===== src/rtl/core/bpbcd_pkg.sv =====
// Package for the binary to packed-decimal converter.
// Holds widths, nibble codes, the job and queue status types and the BCD adjust function.
// No dependencies.
package bpbcd_pkg;

   localparam int MAX_FIELD_BYTES_DEF = 16;
   localparam int VALUE_W             = 32;
   localparam int LEN_W               = 5;
   localparam int BYTE_W              = 8;
   localparam int NIB_W               = 4;
   localparam int BCD_DIGITS          = 10;
   localparam int BCD_W               = BCD_DIGITS * NIB_W;
   localparam int STREAM_W            = BCD_W + 2 * NIB_W;
   localparam int STEP_W              = $clog2(VALUE_W);
   localparam int ND_W                = $clog2(BCD_DIGITS + 1);
   localparam int MIN_NEG_BYTES       = 6;
   localparam int QUEUE_DEPTH         = 2;

   localparam logic [NIB_W-1:0]   NIB_NEG   = 4'hB;
   localparam logic [NIB_W-1:0]   NIB_POS   = 4'hC;
   localparam logic [NIB_W-1:0]   NIB_FILL  = 4'hF;
   localparam logic [BYTE_W-1:0]  ZERO_BYTE = 8'hC0;
   localparam logic [BYTE_W-1:0]  PAD_BYTE  = 8'hFF;
   localparam logic [VALUE_W-1:0] MIN_NEG   = 32'h8000_0000;

   typedef enum logic [1:0] {
      KIND_FAIL,
      KIND_ZERO,
      KIND_CONV
   } kind_type;

   typedef struct packed {
      kind_type           kind;
      logic               neg;
      logic [VALUE_W-1:0] mag;
      logic [LEN_W-1:0]   len;
   } job_type;

   typedef struct packed {
      logic full;
      logic empty;
   } queue_status_type;

   typedef enum logic [2:0] {
      ST_IDLE,
      ST_CONVERT,
      ST_NORM,
      ST_EMIT,
      ST_FAIL
   } back_state_type;

   // Adds three to every digit of five or more, ahead of the next shift.
   function automatic logic [BCD_W-1:0] dabble_adjust(input logic [BCD_W-1:0] bcd);
      logic [BCD_W-1:0] res;
      res = bcd;
      for (int i = 0; i < BCD_DIGITS; i++) begin
         if (bcd[NIB_W*i +: NIB_W] >= 4'd5) begin
            res[NIB_W*i +: NIB_W] = bcd[NIB_W*i +: NIB_W] + 4'd3;
         end
      end
      return res;
   endfunction

endpackage


===== src/rtl/core/bpbcd_if.sv =====
// Channel interfaces of the converter: request and response, valid/ready.
// Depends on bpbcd_pkg.
interface bpbcd_req_if;
   import bpbcd_pkg::*;
   logic                      valid;
   logic                      ready;
   logic signed [VALUE_W-1:0] value;
   logic [LEN_W-1:0]          field_length;
   modport source (output valid, output value, output field_length, input ready);
   modport sink (input valid, input value, input field_length, output ready);
endinterface

interface bpbcd_rsp_if;
   import bpbcd_pkg::*;
   logic              valid;
   logic              ready;
   logic [BYTE_W-1:0] out_byte;
   logic              byte_valid;
   logic              last;
   logic              ok;
   modport source (output valid, output out_byte, output byte_valid, output last, output ok,
                   input ready);
   modport sink (input valid, input out_byte, input byte_valid, input last, input ok,
                 output ready);
endinterface


===== src/rtl/core/bpbcd_front.sv =====
// Front end: accepts request beats, classifies them and takes the magnitude.
// Depends on bpbcd_pkg and bpbcd_if.
module bpbcd_front #(
   parameter int MAX_FIELD_BYTES = bpbcd_pkg::MAX_FIELD_BYTES_DEF
) (
   input  logic                         clock,
   input  logic                         reset,
   bpbcd_req_if.sink                    req,
   input  bpbcd_pkg::queue_status_type  q_status,
   output logic                         push,
   output bpbcd_pkg::job_type           push_job
);
   import bpbcd_pkg::*;

   logic               valid_ff, valid_in;
   job_type            job_ff, job_in;
   logic               accept;
   logic [VALUE_W-1:0] value_u;
   logic               bad_len;

   assign value_u   = req.value;
   assign push      = valid_ff && !q_status.full;
   assign req.ready = !valid_ff || !q_status.full;
   assign accept    = req.valid && req.ready;
   assign push_job  = job_ff;

   assign bad_len = (req.field_length == '0) || (int'(req.field_length) > MAX_FIELD_BYTES) ||
                    ((value_u == MIN_NEG) && (req.field_length < LEN_W'(MIN_NEG_BYTES)));

   always_comb begin
      valid_in = valid_ff;
      job_in   = job_ff;
      if (push) begin
         valid_in = 1'b0;
      end
      if (accept) begin
         valid_in   = 1'b1;
         job_in.len = req.field_length;
         job_in.neg = value_u[VALUE_W-1];
         job_in.mag = value_u[VALUE_W-1] ? (~value_u + VALUE_W'(1)) : value_u;
         if (bad_len) begin
            job_in.kind = KIND_FAIL;
         end else if (value_u == '0) begin
            job_in.kind = KIND_ZERO;
         end else begin
            job_in.kind = KIND_CONV;
         end
      end
   end

   always_ff @(posedge clock) begin
      if (reset) begin
         valid_ff <= 1'b0;
      end else begin
         valid_ff <= valid_in;
      end
      job_ff <= job_in;
   end

endmodule


===== src/rtl/core/bpbcd_queue.sv =====
// Short job queue between the front end and the back end.
// Depends on bpbcd_pkg.
module bpbcd_queue (
   input  logic                         clock,
   input  logic                         reset,
   input  logic                         push,
   input  bpbcd_pkg::job_type           push_job,
   input  logic                         pop,
   output bpbcd_pkg::job_type           pop_job,
   output bpbcd_pkg::queue_status_type  q_status
);
   import bpbcd_pkg::*;

   localparam int PTR_W = (QUEUE_DEPTH > 1) ? $clog2(QUEUE_DEPTH) : 1;
   localparam int CNT_W = $clog2(QUEUE_DEPTH + 1);

   job_type            entry_ff [QUEUE_DEPTH];
   logic [PTR_W-1:0]   wr_ptr_ff, wr_ptr_in;
   logic [PTR_W-1:0]   rd_ptr_ff, rd_ptr_in;
   logic [CNT_W-1:0]   count_ff, count_in;

   assign q_status.full  = (count_ff == CNT_W'(QUEUE_DEPTH));
   assign q_status.empty = (count_ff == '0);
   assign pop_job        = entry_ff[rd_ptr_ff];

   always_comb begin
      wr_ptr_in = wr_ptr_ff;
      rd_ptr_in = rd_ptr_ff;
      count_in  = count_ff;
      if (push) begin
         wr_ptr_in = (wr_ptr_ff == PTR_W'(QUEUE_DEPTH - 1)) ? '0 : wr_ptr_ff + PTR_W'(1);
      end
      if (pop) begin
         rd_ptr_in = (rd_ptr_ff == PTR_W'(QUEUE_DEPTH - 1)) ? '0 : rd_ptr_ff + PTR_W'(1);
      end
      if (push && !pop) begin
         count_in = count_ff + CNT_W'(1);
      end else if (pop && !push) begin
         count_in = count_ff - CNT_W'(1);
      end
   end

   always_ff @(posedge clock) begin
      if (reset) begin
         wr_ptr_ff <= '0;
         rd_ptr_ff <= '0;
         count_ff  <= '0;
      end else begin
         wr_ptr_ff <= wr_ptr_in;
         rd_ptr_ff <= rd_ptr_in;
         count_ff  <= count_in;
      end
      if (push) begin
         entry_ff[wr_ptr_ff] <= push_job;
      end
   end

endmodule


===== src/rtl/core/bpbcd_back.sv =====
// Back end: double-dabble conversion, leading-zero removal and byte emission.
// Depends on bpbcd_pkg and bpbcd_if.
module bpbcd_back (
   input  logic                         clock,
   input  logic                         reset,
   input  bpbcd_pkg::queue_status_type  q_status,
   input  bpbcd_pkg::job_type           pop_job,
   output logic                         pop,
   bpbcd_rsp_if.source                  rsp
);
   import bpbcd_pkg::*;

   back_state_type      state_ff, state_in;
   logic [BCD_W-1:0]    bcd_ff, bcd_in;
   logic [VALUE_W-1:0]  mag_ff, mag_in;
   logic                neg_ff, neg_in;
   logic [LEN_W-1:0]    len_ff, len_in;
   logic [STEP_W-1:0]   step_ff, step_in;
   logic [ND_W-1:0]     nd_ff, nd_in;
   logic                ok_ff, ok_in;
   logic [STREAM_W-1:0] stream_ff, stream_in;
   logic [LEN_W-1:0]    cnt_ff, cnt_in;
   logic                rsp_valid_ff, rsp_valid_in;
   logic [BYTE_W-1:0]   out_byte_ff, out_byte_in;
   logic                byte_valid_ff, byte_valid_in;
   logic                last_ff, last_in;
   logic                rsp_ok_ff, rsp_ok_in;
   logic                out_free;
   logic                is_last;
   logic [BCD_W-1:0]    bcd_adj;
   logic [LEN_W-1:0]    nbytes;

   assign out_free       = !rsp_valid_ff || rsp.ready;
   assign is_last        = (cnt_ff == len_ff - LEN_W'(1));
   assign bcd_adj        = dabble_adjust(bcd_ff);
   assign nbytes         = (LEN_W'(nd_ff) + LEN_W'(2)) >> 1;
   assign rsp.valid      = rsp_valid_ff;
   assign rsp.out_byte   = out_byte_ff;
   assign rsp.byte_valid = byte_valid_ff;
   assign rsp.last       = last_ff;
   assign rsp.ok         = rsp_ok_ff;

   always_comb begin
      state_in      = state_ff;
      bcd_in        = bcd_ff;
      mag_in        = mag_ff;
      neg_in        = neg_ff;
      len_in        = len_ff;
      step_in       = step_ff;
      nd_in         = nd_ff;
      ok_in         = ok_ff;
      stream_in     = stream_ff;
      cnt_in        = cnt_ff;
      rsp_valid_in  = rsp_valid_ff && !rsp.ready;
      out_byte_in   = out_byte_ff;
      byte_valid_in = byte_valid_ff;
      last_in       = last_ff;
      rsp_ok_in     = rsp_ok_ff;
      pop           = 1'b0;
      unique case (state_ff)
         ST_IDLE: begin
            if (!q_status.empty) begin
               pop    = 1'b1;
               neg_in = pop_job.neg;
               mag_in = pop_job.mag;
               len_in = pop_job.len;
               cnt_in = '0;
               unique case (pop_job.kind)
                  KIND_FAIL: begin
                     state_in = ST_FAIL;
                  end
                  KIND_ZERO: begin
                     stream_in = {ZERO_BYTE, {BCD_DIGITS{NIB_FILL}}};
                     ok_in     = 1'b1;
                     state_in  = ST_EMIT;
                  end
                  default: begin
                     bcd_in   = '0;
                     step_in  = '0;
                     state_in = ST_CONVERT;
                  end
               endcase
            end
         end
         ST_CONVERT: begin
            bcd_in  = {bcd_adj[BCD_W-2:0], mag_ff[VALUE_W-1]};
            mag_in  = mag_ff << 1;
            step_in = step_ff + STEP_W'(1);
            if (step_ff == STEP_W'(VALUE_W - 1)) begin
               nd_in    = ND_W'(BCD_DIGITS);
               state_in = ST_NORM;
            end
         end
         ST_NORM: begin
            if (bcd_ff[BCD_W-1 -: NIB_W] == '0) begin
               bcd_in = {bcd_ff[BCD_W-NIB_W-1:0], NIB_FILL};
               nd_in  = nd_ff - ND_W'(1);
            end else begin
               stream_in = {(neg_ff ? NIB_NEG : NIB_POS), bcd_ff, NIB_FILL};
               ok_in     = (nbytes <= len_ff);
               state_in  = ST_EMIT;
            end
         end
         ST_EMIT: begin
            if (out_free) begin
               rsp_valid_in  = 1'b1;
               out_byte_in   = stream_ff[STREAM_W-1 -: BYTE_W];
               byte_valid_in = 1'b1;
               last_in       = is_last;
               rsp_ok_in     = is_last && ok_ff;
               stream_in     = {stream_ff[STREAM_W-BYTE_W-1:0], PAD_BYTE};
               cnt_in        = cnt_ff + LEN_W'(1);
               if (is_last) begin
                  state_in = ST_IDLE;
               end
            end
         end
         ST_FAIL: begin
            if (out_free) begin
               rsp_valid_in  = 1'b1;
               out_byte_in   = '0;
               byte_valid_in = 1'b0;
               last_in       = 1'b1;
               rsp_ok_in     = 1'b0;
               state_in      = ST_IDLE;
            end
         end
         default: begin
            state_in = ST_IDLE;
         end
      endcase
   end

   always_ff @(posedge clock) begin
      if (reset) begin
         state_ff     <= ST_IDLE;
         rsp_valid_ff <= 1'b0;
      end else begin
         state_ff     <= state_in;
         rsp_valid_ff <= rsp_valid_in;
      end
      bcd_ff        <= bcd_in;
      mag_ff        <= mag_in;
      neg_ff        <= neg_in;
      len_ff        <= len_in;
      step_ff       <= step_in;
      nd_ff         <= nd_in;
      ok_ff         <= ok_in;
      stream_ff     <= stream_in;
      cnt_ff        <= cnt_in;
      out_byte_ff   <= out_byte_in;
      byte_valid_ff <= byte_valid_in;
      last_ff       <= last_in;
      rsp_ok_ff     <= rsp_ok_in;
   end

endmodule


===== src/rtl/core/binary_to_packed_bcd.sv =====
// Channel   Dir  Beat contents
// req_ch    in   value (32-bit signed), field_length (bytes, 5 bits)
// rsp_ch    out  out_byte, byte_valid, last, ok; field_length beats, or one on failure
//
// A request is registered in the front register, then waits in a two-entry queue.
// The back end loads a job, converts the magnitude by shift-and-add-3, removes leading
// zeros and emits the response beats in order; zero and failures skip conversion.
// Reset is synchronous and active high; it empties the queue and the response register.
// A stalled response holds the back end only; the front keeps taking requests until the
// queue and the front register are both full.
// Top level of the converter; depends on bpbcd_pkg, bpbcd_if, bpbcd_front, bpbcd_queue
// and bpbcd_back.
module binary_to_packed_bcd #(
   parameter int MAX_FIELD_BYTES = bpbcd_pkg::MAX_FIELD_BYTES_DEF
) (
   input logic         clock,
   input logic         reset,
   bpbcd_req_if.sink   req_ch,
   bpbcd_rsp_if.source rsp_ch
);
   import bpbcd_pkg::*;

   queue_status_type q_status;
   logic             push;
   logic             pop;
   job_type          push_job;
   job_type          pop_job;

   bpbcd_front #(
      .MAX_FIELD_BYTES(MAX_FIELD_BYTES)
   ) u_front (
      .clock   (clock),
      .reset   (reset),
      .req     (req_ch),
      .q_status(q_status),
      .push    (push),
      .push_job(push_job)
   );

   bpbcd_queue u_queue (
      .clock   (clock),
      .reset   (reset),
      .push    (push),
      .push_job(push_job),
      .pop     (pop),
      .pop_job (pop_job),
      .q_status(q_status)
   );

   bpbcd_back u_back (
      .clock   (clock),
      .reset   (reset),
      .q_status(q_status),
      .pop_job (pop_job),
      .pop     (pop),
      .rsp     (rsp_ch)
   );

endmodule


===== src/flat_wrapper.sv =====
// flat-port wrapper written by rule: the top's interface ports become plain ports
module binary_to_packed_bcd_flat import bpbcd_pkg::*;
#(
   parameter int MAX_FIELD_BYTES = bpbcd_pkg::MAX_FIELD_BYTES_DEF
)
  (clock, reset, req_ch_valid, req_ch_value, req_ch_field_length, req_ch_ready, rsp_ch_valid, rsp_ch_out_byte, rsp_ch_byte_valid, rsp_ch_last, rsp_ch_ok, rsp_ch_ready);
  bpbcd_req_if req_ch_i ();
  bpbcd_rsp_if rsp_ch_i ();
  input logic clock;
  input logic reset;
  input wire logic [$bits(req_ch_i.valid)-1:0] req_ch_valid;
  input wire logic [$bits(req_ch_i.value)-1:0] req_ch_value;
  input wire logic [$bits(req_ch_i.field_length)-1:0] req_ch_field_length;
  output wire logic [$bits(req_ch_i.ready)-1:0] req_ch_ready;
  output wire logic [$bits(rsp_ch_i.valid)-1:0] rsp_ch_valid;
  output wire logic [$bits(rsp_ch_i.out_byte)-1:0] rsp_ch_out_byte;
  output wire logic [$bits(rsp_ch_i.byte_valid)-1:0] rsp_ch_byte_valid;
  output wire logic [$bits(rsp_ch_i.last)-1:0] rsp_ch_last;
  output wire logic [$bits(rsp_ch_i.ok)-1:0] rsp_ch_ok;
  input wire logic [$bits(rsp_ch_i.ready)-1:0] rsp_ch_ready;
  assign req_ch_i.valid = req_ch_valid;
  assign req_ch_i.value = req_ch_value;
  assign req_ch_i.field_length = req_ch_field_length;
  assign req_ch_ready = req_ch_i.ready;
  assign rsp_ch_valid = rsp_ch_i.valid;
  assign rsp_ch_out_byte = rsp_ch_i.out_byte;
  assign rsp_ch_byte_valid = rsp_ch_i.byte_valid;
  assign rsp_ch_last = rsp_ch_i.last;
  assign rsp_ch_ok = rsp_ch_i.ok;
  assign rsp_ch_i.ready = rsp_ch_ready;
  binary_to_packed_bcd #(.MAX_FIELD_BYTES(MAX_FIELD_BYTES)) u_core (.clock(clock), .reset(reset), .req_ch(req_ch_i), .rsp_ch(rsp_ch_i));
endmodule

===== config.mk =====
export PLATFORM = sky130hd
export DESIGN_NAME = binary_to_packed_bcd_flat
export DESIGN_NICKNAME = d
export VERILOG_FILES = /design/src/rtl/core/bpbcd_pkg.sv /design/src/rtl/core/bpbcd_if.sv /design/src/rtl/core/bpbcd_front.sv /design/src/rtl/core/bpbcd_queue.sv /design/src/rtl/core/bpbcd_back.sv /design/src/rtl/core/binary_to_packed_bcd.sv /design/src/flat_wrapper.sv
export SDC_FILE = /design/constraint.sdc
export NUM_CORES = 1
export LEC_CHECK = 0
export ABC_AREA = 1
export BUFFER_PORTS_ARGS = -buffer_cell sky130_fd_sc_hd__buf_4
export CORE_MARGIN = 3
export CORE_UTILIZATION = 60
export DETAILED_ROUTE_END_ITERATION = 16
export PLACE_DENSITY = 0.78
export SLEW_MARGIN = 20
export SYNTH_ARGS = -nofsm -noshare
export SYNTH_HDL_FRONTEND = slang
export SYNTH_HIERARCHICAL = 1
export SYNTH_SLANG_ARGS = --single-unit

===== constraint.sdc =====
create_clock -name clock -period 5.5 [get_ports clock]
set_input_delay 1.1 -clock clock [delete_from_list [all_inputs] [get_ports clock]]
set_output_delay 1.1 -clock clock [all_outputs]
set_load 0.02 [all_outputs]

==> flow_summary_export.csv, run 1 <==
group,metric,value,unit
outcome,outcome,"finished clean",
worst_setup_path,cpPeakStageDelay,890,ps
worst_setup_path,cpMostUsedCell,"buf_4",
floorplanning,rows,53,
sta,tightest_slew,1090,ps
final_layout,layout-drive-gt1-share,14.4,%
worst_setup_path,crit_cells,7,
clock_network,cts_hold_buf,0,
place,dpl.hpwl,16100,um
sta,final-max-slew-violation-count,0,
worst_setup_path,cp_max_fo,32,
floorplanning,coreArea,21300,sq um
worst_setup_path,r2r_cells,7,
final_layout,fin_nets,1352,
drt,wl_met1,10500,um
drt,via_per_inst,5.54,
worst_setup_path,crit_path_end,"u_core/u_back/stream_ff[5]",
sta,max-slew-margin-rel,27.2,%
pwr,power_density,532,nW/um^2
worst_setup_path,cp-end-kind,"flip-flop",
pwr,clkPwrFrac,22.0,%
logic_synthesis,synth_area_leader_cell,"edfxtp_1",
global_routing,grt_pass1_wl,40700,um
place,io_buffer_count,53,
global_routing,grt_start_max_net_pins,59,
drt,drt_iter0_markers,589,
clock_network,cts_root_buffer,"clkbuf_16",
clock_network,path_clk_slew,60,ps
drt,wl,24800,um
place,placed_cell_area,13800,sq um
drt,top_layer_used,"met4",
sta,fin_worst_skew,14.1,ps
pwr,comb_power_share,31.8,%
final_layout,diodes,0,
drt,vias,8703,
logic_synthesis,yosysUniqueCellTypes,43,
clock_network,postCtsResizedCells,0,
sta,grt_setup_unrepaired,"no",
clock_network,cts_tree,"built",
clock_network,clock_path_buffers,3,
global_routing,grt_overflow,0,
logic_synthesis,yosysTopAreaCellShare,61.0,%
logic_synthesis,syn_area,13200,sq um
clock_network,cts_made_buffers,27,
logic_synthesis,avgSynthCellArea,10.8,sq um
logic_synthesis,ys_ff_latch,278,
logic_synthesis,synthTopCellsByArea,"edfxtp_1 (61%), nand2_1 (8.4%), inv_1 (3.7%), nor2_1 (3.6%), o21ai_0 (3.5%)",
logic_synthesis,syn_nets,1297,
pwr,p_leak,5.81,nW
logic_synthesis,synth_edf_count,268,
worst_hold_path,hold_class,"reg -> reg",
worst_setup_path,cp_data_arrival_time,3720,ps
drt,wl_met3,1440,um
sta,max_freq,0.282,GHz
logic_synthesis,synthCells,1222,
worst_setup_path,cp.required,5670,ps
drt,wl_per_cell,15.8,um
global_routing,antenna_found_initial,0,
logic_synthesis,yosysWarningCount,6,
worst_setup_path,slowest_stage,"dfxtp_1",
pwr,p_switching,2.76,mW
worst_setup_path,r2r-end,"u_core/u_back/stream_ff[5]",
sta,tns,0,ps
worst_setup_path,crit_type,"reg -> reg",
logic_synthesis,synth_commonest_cells,"nand2_1 (294), edfxtp_1 (268), inv_1 (131), nor2_1 (125), o21ai_0 (92)",
floorplanning,start_util,62.0,%
logic_synthesis,ys.flop_type,"edfxtp_1",
floorplanning,dieArea,23800,sq um
sta,period_share,64.6,%
worst_setup_path,reg2reg_setup_slack,1950,ps
logic_synthesis,yosysSeqAreaShare,62.5,%
worst_hold_path,hold_depth,0,
sta,setup_viol,0,
pwr,irDropWorstVdd,0.253,mV
global_routing,grt_usage,20.6,%
clock_network,cts_sinks,278,
global_routing,grt_pass1_vias,8555,
final_layout,syn2layout_area_growth,11.2,%
clock_network,post_cts_buffers,0,
drt,wl_met2,12100,um
worst_setup_path,cp_num_buf_inv,3,
drt,drtAntennaViolNets,0,
drt,drc,0,
worst_setup_path,path_cells,"buf_4 -> mux2_2 -> inv_1 -> nor2_1 -> nand2_1 -> a221oi_4 -> buf_4",
sta,finalHoldViolCount,0,
clock_network,clk_latency,520,ps
place,place.gp.congestion,0.872,
sta,min_period,3550,ps
floorplanning,die_x,154,um
logic_synthesis,yosysMostFrequentCell,"nand2_1",
pwr,seqPwrFrac,46.2,%
floorplanning,die_h,154,um
pwr,p_sw_share,35.4,%
clock_network,htreeDepth,1,
final_layout,final_area,14700,sq um
worst_setup_path,setup.worst_path.start_class,"flip-flop",
pwr,p_int,5.04,mW
logic_synthesis,async_reset_ff_share,0,%
drt,firstDrtPassIters,5,
run,maxCapViolCount,0,
worst_setup_path,crit_family,"buffers and inverters",
floorplanning,io_pins,54,
final cells by class:
cell class | count | area (sq um)
multi-input combinational | 774 | 4280
timing repair buffer | 62 | 465
inverter | 134 | 503
clock buffer | 28 | 679
tap | 275 | 344
clock inverter | 20 | 144
fill | 1550 | 6620
sequential | 278 | 8250
placed cells by master, fill, tap and decap left out, drive strengths merged:
cell	n
clkbuf	28
nor3b	1
o32ai	8
dfxtp	10
clkinvlp	1
o21a	1
clkinv	17
nand2	301
nor3	5
ha	34
o31ai	3
o21ai	94
edfxtp	268
nand3b	6
or2	2
buf	62
o211ai	1
a211o	1
o22ai	13
nor2	140
bufinv	2
nand4	6
a21boi	1
xnor2	7
mux2	40
a221oi	1
a21oi	45
o2111ai	1
xor2	23
nand3	40
inv	134
how the worst min path moves through the flow:
stage                                      from                              to  slack (ps)
global route        u_core/u_front/push_job[16]  u_core/u_queue/entry_ff[1][16]         450
CTS                 u_core/u_front/push_job[16]  u_core/u_queue/entry_ff[0][16]         440
floorplan            u_core/u_front/push_job[0]   u_core/u_queue/entry_ff[0][0]         420
global placement    u_core/u_front/push_job[17]  u_core/u_queue/entry_ff[0][17]         420
finish              u_core/u_front/push_job[24]  u_core/u_queue/entry_ff[1][24]         440
detailed placement  u_core/u_front/push_job[16]  u_core/u_queue/entry_ff[0][16]         430
power by group through the flow:
stage          logic, mW  registers (mW)  clock network (mW)
2_1_floorplan       1.85            3.57                   0
3_3_place_gp        2.34            3.61                   0
3_5_place_dp        2.44            3.64                   0
4_1_cts             2.48            3.60                1.75
5_1_grt             2.81            3.67                1.83
6_report            2.48            3.61                1.72
logic make-up (layout without fill, tap and decap cells):
| group | Yosys count | in the layout | synth area share [%] |
|---|---|---|---|
| buffers and inverters | 170 | 244 | 5.32 |
| XOR/XNOR | 30 | 30 | 1.99 |
| multiplexers | 40 | 40 | 3.42 |
| adder cells (fa/ha/maj) | 34 | 34 | 3.23 |
| AND/OR/NAND/NOR | 501 | 501 | 16.1 |
| AO/OA/AOI/OAI | 169 | 169 | 7.36 |
| flip-flops | 278 | 278 | 62.5 |
sequential cells by signal, summed over array words and instances, names as in the netlist, 2 cells and up, named ones only:
signal,count
u_core/u_back/bcd_ff,40
u_core/u_back/state_ff,3
u_core/u_back/mag_ff,32
u_core/u_front/push_job,40
u_core/u_back/len_ff,5
u_core/u_queue/entry_ff,80
u_core/u_back/step_ff,5
u_core/u_back/nd_ff,4
u_core/u_back/cnt_ff,5
u_core/u_queue/count_ff,2
u_core/u_back/rsp.out_byte,8
u_core/u_back/stream_ff,44
stage by stage:
| stage | hold WS, ps | setup slack, ps | total power, mW | util [%] | instances |
|---|---|---|---|---|---|
| CTS | 444 | 1990 | 7.83 | 68.9 | 1571 |
| detailed placement | 430 | 2030 | 6.07 | 65.0 | 1523 |
| global route | 450 | 1630 | 8.31 | 68.9 | 1571 |
| global placement | 422 | 2180 | 5.94 | 65.0 | 1523 |
| finish | 443 | 1950 | 7.81 | 68.9 | 1571 |
| floorplan | 421 | 452 | 5.42 | - | 1222 |
per-layer routing:
| metal | vias to the layer above | GRT usage (%) |
|---|---|---|
| met5 | - | 0 |
| met4 | 0 | 6.77 |
| met3 | 58 | 3.08 |
| met2 | 259 | 35.8 |
| met1 | 4125 | 26.9 |
| li1 | 4261 | - |
Note: power is estimated with default switching activity, not from simulation.
==> run 2: changes to the inputs <==
--- a/config.mk
+++ b/config.mk
@@ -5,12 +5,12 @@
 export SDC_FILE = /design/constraint.sdc
 export NUM_CORES = 1
 export LEC_CHECK = 0
-export ABC_AREA = 1
+export ABC_AREA = 0
 export BUFFER_PORTS_ARGS = -buffer_cell sky130_fd_sc_hd__buf_4
 export CORE_MARGIN = 3
-export CORE_UTILIZATION = 60
+export CORE_UTILIZATION = 56
 export DETAILED_ROUTE_END_ITERATION = 16
-export PLACE_DENSITY = 0.78
+export PLACE_DENSITY = 0.76
 export SLEW_MARGIN = 20
 export SYNTH_ARGS = -nofsm -noshare
 export SYNTH_HDL_FRONTEND = slang
==> constraint.sdc (replaced) <==
create_clock -name clock -period 3.01 [get_ports clock]
set_input_delay 0.602 -clock clock [delete_from_list [all_inputs] [get_ports clock]]
set_output_delay 0.602 -clock clock [all_outputs]
set_load 0.02 [all_outputs]
==> run 2 against run 1 <==
Effect of this change:
- combinational power increased by 79%
- critical path depth decreased by 1
- clock-buffer cell count increased by 9
==> flow_summary_export.csv, run 2 <==
group,metric,value,unit
worst_hold_path,hold_path_end,"u_core/u_front/push_job[0]",
clock_network,cts_tree,"built",
logic_synthesis,muxShareOfSynthArea,5.40,%
worst_setup_path,setup.worst_path.start_class,"flip-flop",
logic_synthesis,synthCells,973,
logic_synthesis,synth-compound-area-share,8.79,%
final_layout,diodes,0,
clock_network,clock_path_buffers,3,
final_layout,syn2layout_area_growth,12.9,%
place,io_buffer_count,53,
clock_network,htreeDepth,1,
logic_synthesis,synth_xor_xnor_area_share,4.11,%
logic_synthesis,synthAdderAreaFrac,3.33,%
logic_synthesis,ys.flop_type,"edfxtp_1",
logic_synthesis,synthTopCellsByArea,"edfxtp_1 (63%), nand2_1 (4.5%), mux2_2 (3.5%), ha_1 (3.3%), xnor2_1 (3.0%)",
logic_synthesis,synth-simple-area-share,11.0,%
sta,max-slew-margin-rel,48.3,%
drt,wl,22900,um
logic_synthesis,avgSynthCellArea,13.1,sq um
outcome,outcome,"finished clean",
logic_synthesis,yosysUniqueCellTypes,59,
logic_synthesis,ys_ff_latch,278,
final_layout,final_cell_mix,"edfxtp_1 (268), nand2_1 (155), buf_4 (69), xnor2_1 (44), inv_1 (42)",
worst_hold_path,min-delay-start,"req_ch_field_length[0]",
clock_network,clk_latency,540,ps
place,dpl.hpwl,15100,um
final_layout,final_common_cell,"edfxtp_1",
clock_network,cts_hold_buf,0,
floorplanning,io_pins,54,
logic_synthesis,synth_edf_count,268,
worst_setup_path,crit_type,"reg -> reg",
floorplanning,coreArea,22200,sq um
pwr,power_density,985,nW/um^2
drt,firstDrtPassIters,5,
sta,fin_worst_skew,15.9,ps
clock_network,cts_sinks,278,
sta,final-max-slew-violation-count,0,
drt,vias,7628,
sta,min_period,2390,ps
worst_setup_path,cp.required,3240,ps
sta,period_share,79.3,%
drt,drt_iter0_markers,695,
worst_setup_path,r2r-end,"u_core/u_back/bcd_ff[15]",
sta,grt_setup_unrepaired,"no",
logic_synthesis,yosysTopAreaCellShare,62.9,%
pwr,irDropWorstVdd,0.561,mV
clock_network,cts_made_buffers,28,
pwr,p_leak,5.09,nW
sta,finalHoldViolCount,0,
worst_setup_path,cp_data_arrival_time,2620,ps
place,place.gp.congestion,0.870,
worst_hold_path,hold_depth,1,
global_routing,grt_pass1_wl,37900,um
global_routing,antenna_found_initial,0,
logic_synthesis,yosysWarningCount,6,
global_routing,grt_pass1_vias,7694,
sta,tns,0,ps
final_layout,top_register,"u_core/u_queue/entry_ff",
logic_synthesis,yosysMostFrequentCell,"edfxtp_1",
global_routing,grt_usage,18.8,%
pwr,total_power,14.2,mW
logic_synthesis,syn_nets,1048,
floorplanning,die_x,157,um
logic_synthesis,syn_area,12800,sq um
worst_setup_path,reg2reg_setup_slack,620,ps
worst_hold_path,hold_class,"in -> reg",
floorplanning,start_util,57.7,%
clock_network,postCtsResizedCells,0,
final_layout,fin_nets,1105,
drt,drc,0,
logic_synthesis,yosysSeqAreaShare,64.5,%
sta,tightest_slew,770,ps
logic_synthesis,async_reset_ff_share,0,%
drt,drtAntennaViolNets,0,
floorplanning,rows,54,
global_routing,grt_overflow,0,
final_layout,layout-drive-gt1-share,16.7,%
global_routing,grt_start_max_net_pins,57,
sta,max_freq,0.419,GHz
logic_synthesis,synth_area_leader_cell,"edfxtp_1",
clock_network,path_clk_slew,60,ps
worst_setup_path,cp-end-kind,"flip-flop",
final_layout,largest_reg_flops,80,
floorplanning,dieArea,24700,sq um
worst_setup_path,r2r_cells,6,
worst_setup_path,cp_max_fo,26,
drt,via_per_inst,5.73,
worst_setup_path,timing.rr.start,"u_core/u_back/bcd_ff[36]",
logic_synthesis,synth_commonest_cells,"edfxtp_1 (268), nand2_1 (155), xnor2_1 (44), inv_1 (42), mux2_2 (40)",
drt,wl_per_cell,17.2,um
run,maxCapViolCount,0,
floorplanning,die_h,157,um
clock_network,cts_root_buffer,"clkbuf_16",
final_layout,largest_registers,"u_core/u_queue/entry_ff x80, u_core/u_back/stream_ff x44",
logic_synthesis,synth_top_family_by_area,"simple AND/OR/NAND/NOR gates",
clock_network,post_cts_buffers,0,
sta,setup_viol,0,
-- run 2: how the worst max path moves through the flow --
stage | cells past startpoint | endpoint | slack, ps | start
finish | 6 | u_core/u_back/bcd_ff[15] | 620 | u_core/u_back/bcd_ff[36]
global route | 6 | u_core/u_back/bcd_ff[20] | 410 | u_core/u_queue/count_ff[0]
CTS | 6 | u_core/u_back/bcd_ff[14] | 620 | u_core/u_back/bcd_ff[36]
detailed placement | 5 | u_core/u_front/push_job[36] | 460 | req_ch_value[21]
global placement | 7 | u_core/u_front/push_job[29] | 540 | req_ch_value[1]
floorplan | 5 | u_core/u_back/stream_ff[10] | 390 | flip-flop
-- run 2: cell type report --
cell class / count / area (sq um)
Timing Repair Buffer: 71 / 558
Inverter: 42 / 158
Tap cell: 280 / 350
Clock buffer: 37 / 744
Sequential cell: 278 / 8250
Clock inverter: 14 / 188
Multi-Input combinational cell: 609 / 4200
Fill cell: 1580 / 7710
-- run 2: through the flow --
stage               util, %  cells  instance area (sq um)  hold WS (ps)  worst slack [ps]
global route           65.2   1331                  14400           221               409
floorplan                 -    973                  12800           421               394
detailed placement     61.0   1280                  13500           430               461
finish                 65.2   1331                  14400           248               624
global placement       61.0   1280                  13500           422               536
CTS                    65.2   1331                  14400           222               625
-- run 2: power by group --
group          leakage (nW)  internal (mW)  switching [mW]
Sequential             2.52           5.77           0.586
Clock                 0.451           2.08            1.36
Combinational          2.12           1.68            2.75
Total                  5.09           9.53            4.71
-- run 2: layer usage --
metal | wire, um | up-vias | track usage [%]
met2 | 11500 | 183 | 33.2
li1 | - | 3708 | -
met1 | 10000 | 3694 | 24.6
met4 | 504 | 0 | 4.92
met5 | 0 | - | 0
met3 | 917 | 43 | 2.67
-- run 2: worst max-delay path: stages (launching register included) --
cell,delay (ps)
edfxtp_1,410
inv_1,110
ha_1,220
nor4bb_1,420
and2_1,260
or2_2,400
buf_12,250
-- run 2: logic make-up (layout without fill, tap and decap cells) --
family          count (synthesis)  count (layout)
simple gates                  293             293
flops                         278             278
compound gates                158             158
buf+inv                        86             164
mux                            64              64
xor+xnor                       60              60
fa+ha+maj                      34              34
==> run 3: changes to the inputs <==
--- a/config.mk
+++ b/config.mk
@@ -8,9 +8,9 @@
 export ABC_AREA = 0
 export BUFFER_PORTS_ARGS = -buffer_cell sky130_fd_sc_hd__buf_4
 export CORE_MARGIN = 3
-export CORE_UTILIZATION = 56
+export CORE_UTILIZATION = 60
 export DETAILED_ROUTE_END_ITERATION = 16
-export PLACE_DENSITY = 0.76
+export PLACE_DENSITY = 0.78
 export SLEW_MARGIN = 20
 export SYNTH_ARGS = -nofsm -noshare
 export SYNTH_HDL_FRONTEND = slang
==> constraint.sdc (replaced) <==
create_clock -name clock -period 2.25 [get_ports clock]
set_input_delay 0.45 -clock clock [delete_from_list [all_inputs] [get_ports clock]]
set_output_delay 0.45 -clock clock [all_outputs]
set_load 0.02 [all_outputs]
==> run 3 against run 2 <==
Effect of this change:
- global-route usage is 1.6 points higher
- register-to-register slack lost 530 ps
- critical path depth down 2
- die area decreased by 6.4%
- critical endpoint is now u_core/u_back/stream_ff[5]
- largest power group unchanged
- highest routed layer unchanged
==> flow_summary_export.csv, run 3 (same netlist as run 2, synthesis figures left out) <==
group,metric,value,unit
global_routing,grt_overflow,0,
final_layout,final_common_cell,"edfxtp_1",
drt,firstDrtPassIters,5,
sta,setup_viol,0,
worst_setup_path,slowest_stage,"o211a_4",
pwr,p_leak,5.14,nW
place,place.gp.congestion,0.943,
global_routing,grt_usage,20.4,%
global_routing,antenna_found_initial,0,
clock_network,cts_tree,"built",
pwr,total_power,19.2,mW
drt,wl,24400,um
worst_setup_path,crit_type,"reg -> reg",
final_layout,fin_cells,1335,
final_layout,n_fill_cell,1391,
global_routing,grt_pass1_wl,39400,um
clock_network,cts_made_buffers,28,
worst_setup_path,cp.required,2450,ps
worst_setup_path,cpPeakStageDelay,440,ps
worst_setup_path,path_cells,"mux2_2 -> nand2b_1 -> a21oi_1 -> o211a_4",
sta,max_freq,0.464,GHz
sta,finalHoldViolCount,0,
sta,fin_worst_skew,7.19,ps
global_routing,grt_pass1_vias,7784,
final_layout,largest_registers,"u_core/u_queue/entry_ff x80, u_core/u_back/stream_ff x44",
worst_setup_path,cp-end-kind,"flip-flop",
floorplanning,io_pins,54,
final_layout,top_register,"u_core/u_queue/entry_ff",
final_layout,fin_nets,1118,
final_layout,largest_reg_flops,80,
drt,drc,0,
floorplanning,die_h,152,um
clock_network,cts_sinks,278,
floorplanning,start_util,62.2,%
outcome,outcome,"finished clean",
pwr,irDropWorstVdd,0.808,mV
final_layout,fin_util,70.9,%
drt,wl_per_cell,18.3,um
clock_network,postCtsResizedCells,0,
place,io_buffer_count,53,
drt,vias,7797,
drt,via_per_inst,5.84,
final_layout,syn2layout_area_growth,13.9,%
pwr,power_density,1320,nW/um^2
sta,final-max-slew-violation-count,0,
worst_setup_path,setup.worst_path.start_class,"flip-flop",
worst_hold_path,hold_class,"in -> reg",
floorplanning,coreArea,20600,sq um
clock_network,htreeDepth,1,
clock_network,cts_root_buffer,"clkbuf_16",
drt,drt_iter0_markers,573,
run,maxCapViolCount,0,
clock_network,clock_path_buffers,3,
clock_network,path_clk_slew,60,ps
worst_setup_path,cp_max_fo,22,
sta,tightest_slew,535,ps
global_routing,grt_start_max_net_pins,59,
clock_network,cts_hold_buf,0,
clock_network,clk_latency,540,ps
place,dpl.hpwl,15800,um
sta,min_period,2160,ps
final_layout,diodes,0,
floorplanning,die_x,152,um
clock_network,post_cts_buffers,0,
worst_setup_path,cp_data_arrival_time,2360,ps
sta,max-slew-margin-rel,64.3,%
floorplanning,rows,52,
place,dp.cells,1282,
final_layout,final_cell_mix,"edfxtp_1 (268), nand2_1 (155), buf_4 (76), xnor2_1 (44), inv_1 (42)",
sta,period_share,95.8,%
final_layout,layout-drive-gt1-share,18.2,%
floorplanning,dieArea,23100,sq um
drt,drtAntennaViolNets,0,
[run 3: critical path, delay by kind of cell (launching register included)]
family	cells	cell delay (ps)
AO/OA/AOI/OAI	2	860
flip-flops	1	380
multiplexers	1	390
AND/OR/NAND/NOR	1	170
[run 3: path summary, 6_finish.rpt]
path                              start                            end  slack, ps  cells after the start
max                           flip-flop     u_core/u_back/stream_ff[5]         90                      4
min              req_ch_field_length[0]     u_core/u_front/push_job[0]        100                      1
min reg2reg  u_core/u_front/push_job[0]  u_core/u_queue/entry_ff[1][0]        440                      0
max reg2reg                   flip-flop     u_core/u_back/stream_ff[5]         90                      4
[run 3: layer usage]
| layer | track usage, % | vias to the layer above | share of wire [%] |
|---|---|---|---|
| met2 | 34.7 | 224 | 49 |
| li1 | - | 3740 | - |
| met4 | 5.95 | 0 | 2.5 |
| met3 | 3.13 | 44 | 4.6 |
| met1 | 27.7 | 3789 | 44 |
| met5 | 0 | - | 0 |
[run 3: layout make-up]
class	count	area, sq um	share of cell area (%)
Clock buffer	33	719	4.94
Clock inverter	19	154	1.06
Inverter	42	158	1.08
Multi-Input combinational cell	610	4250	29.1
Sequential cell	278	8250	56.6
Tap cell	270	338	2.32
Timing Repair Buffer	83	711	4.88
[run 3: where the power goes]
group          total (mW)  switching [mW]  internal (mW)
Clock                4.39            1.88           2.52
Combinational        6.29            3.83           2.46
Sequential           8.55           0.832           7.71
Total                19.2            6.54           12.7
[run 3: stage by stage]
step	setup TNS [ps]	worst slack (ps)	hold WS, ps	instance area (sq um)
after global routing	-215	-14.0	79.1	14600
after floorplan	-296	-7.41	421	12800
after detailed placement	0	33.4	430	13700
after global placement	0	110	422	13700
final	0	94.9	104	14600
after CTS	0	46.7	76.4	14500
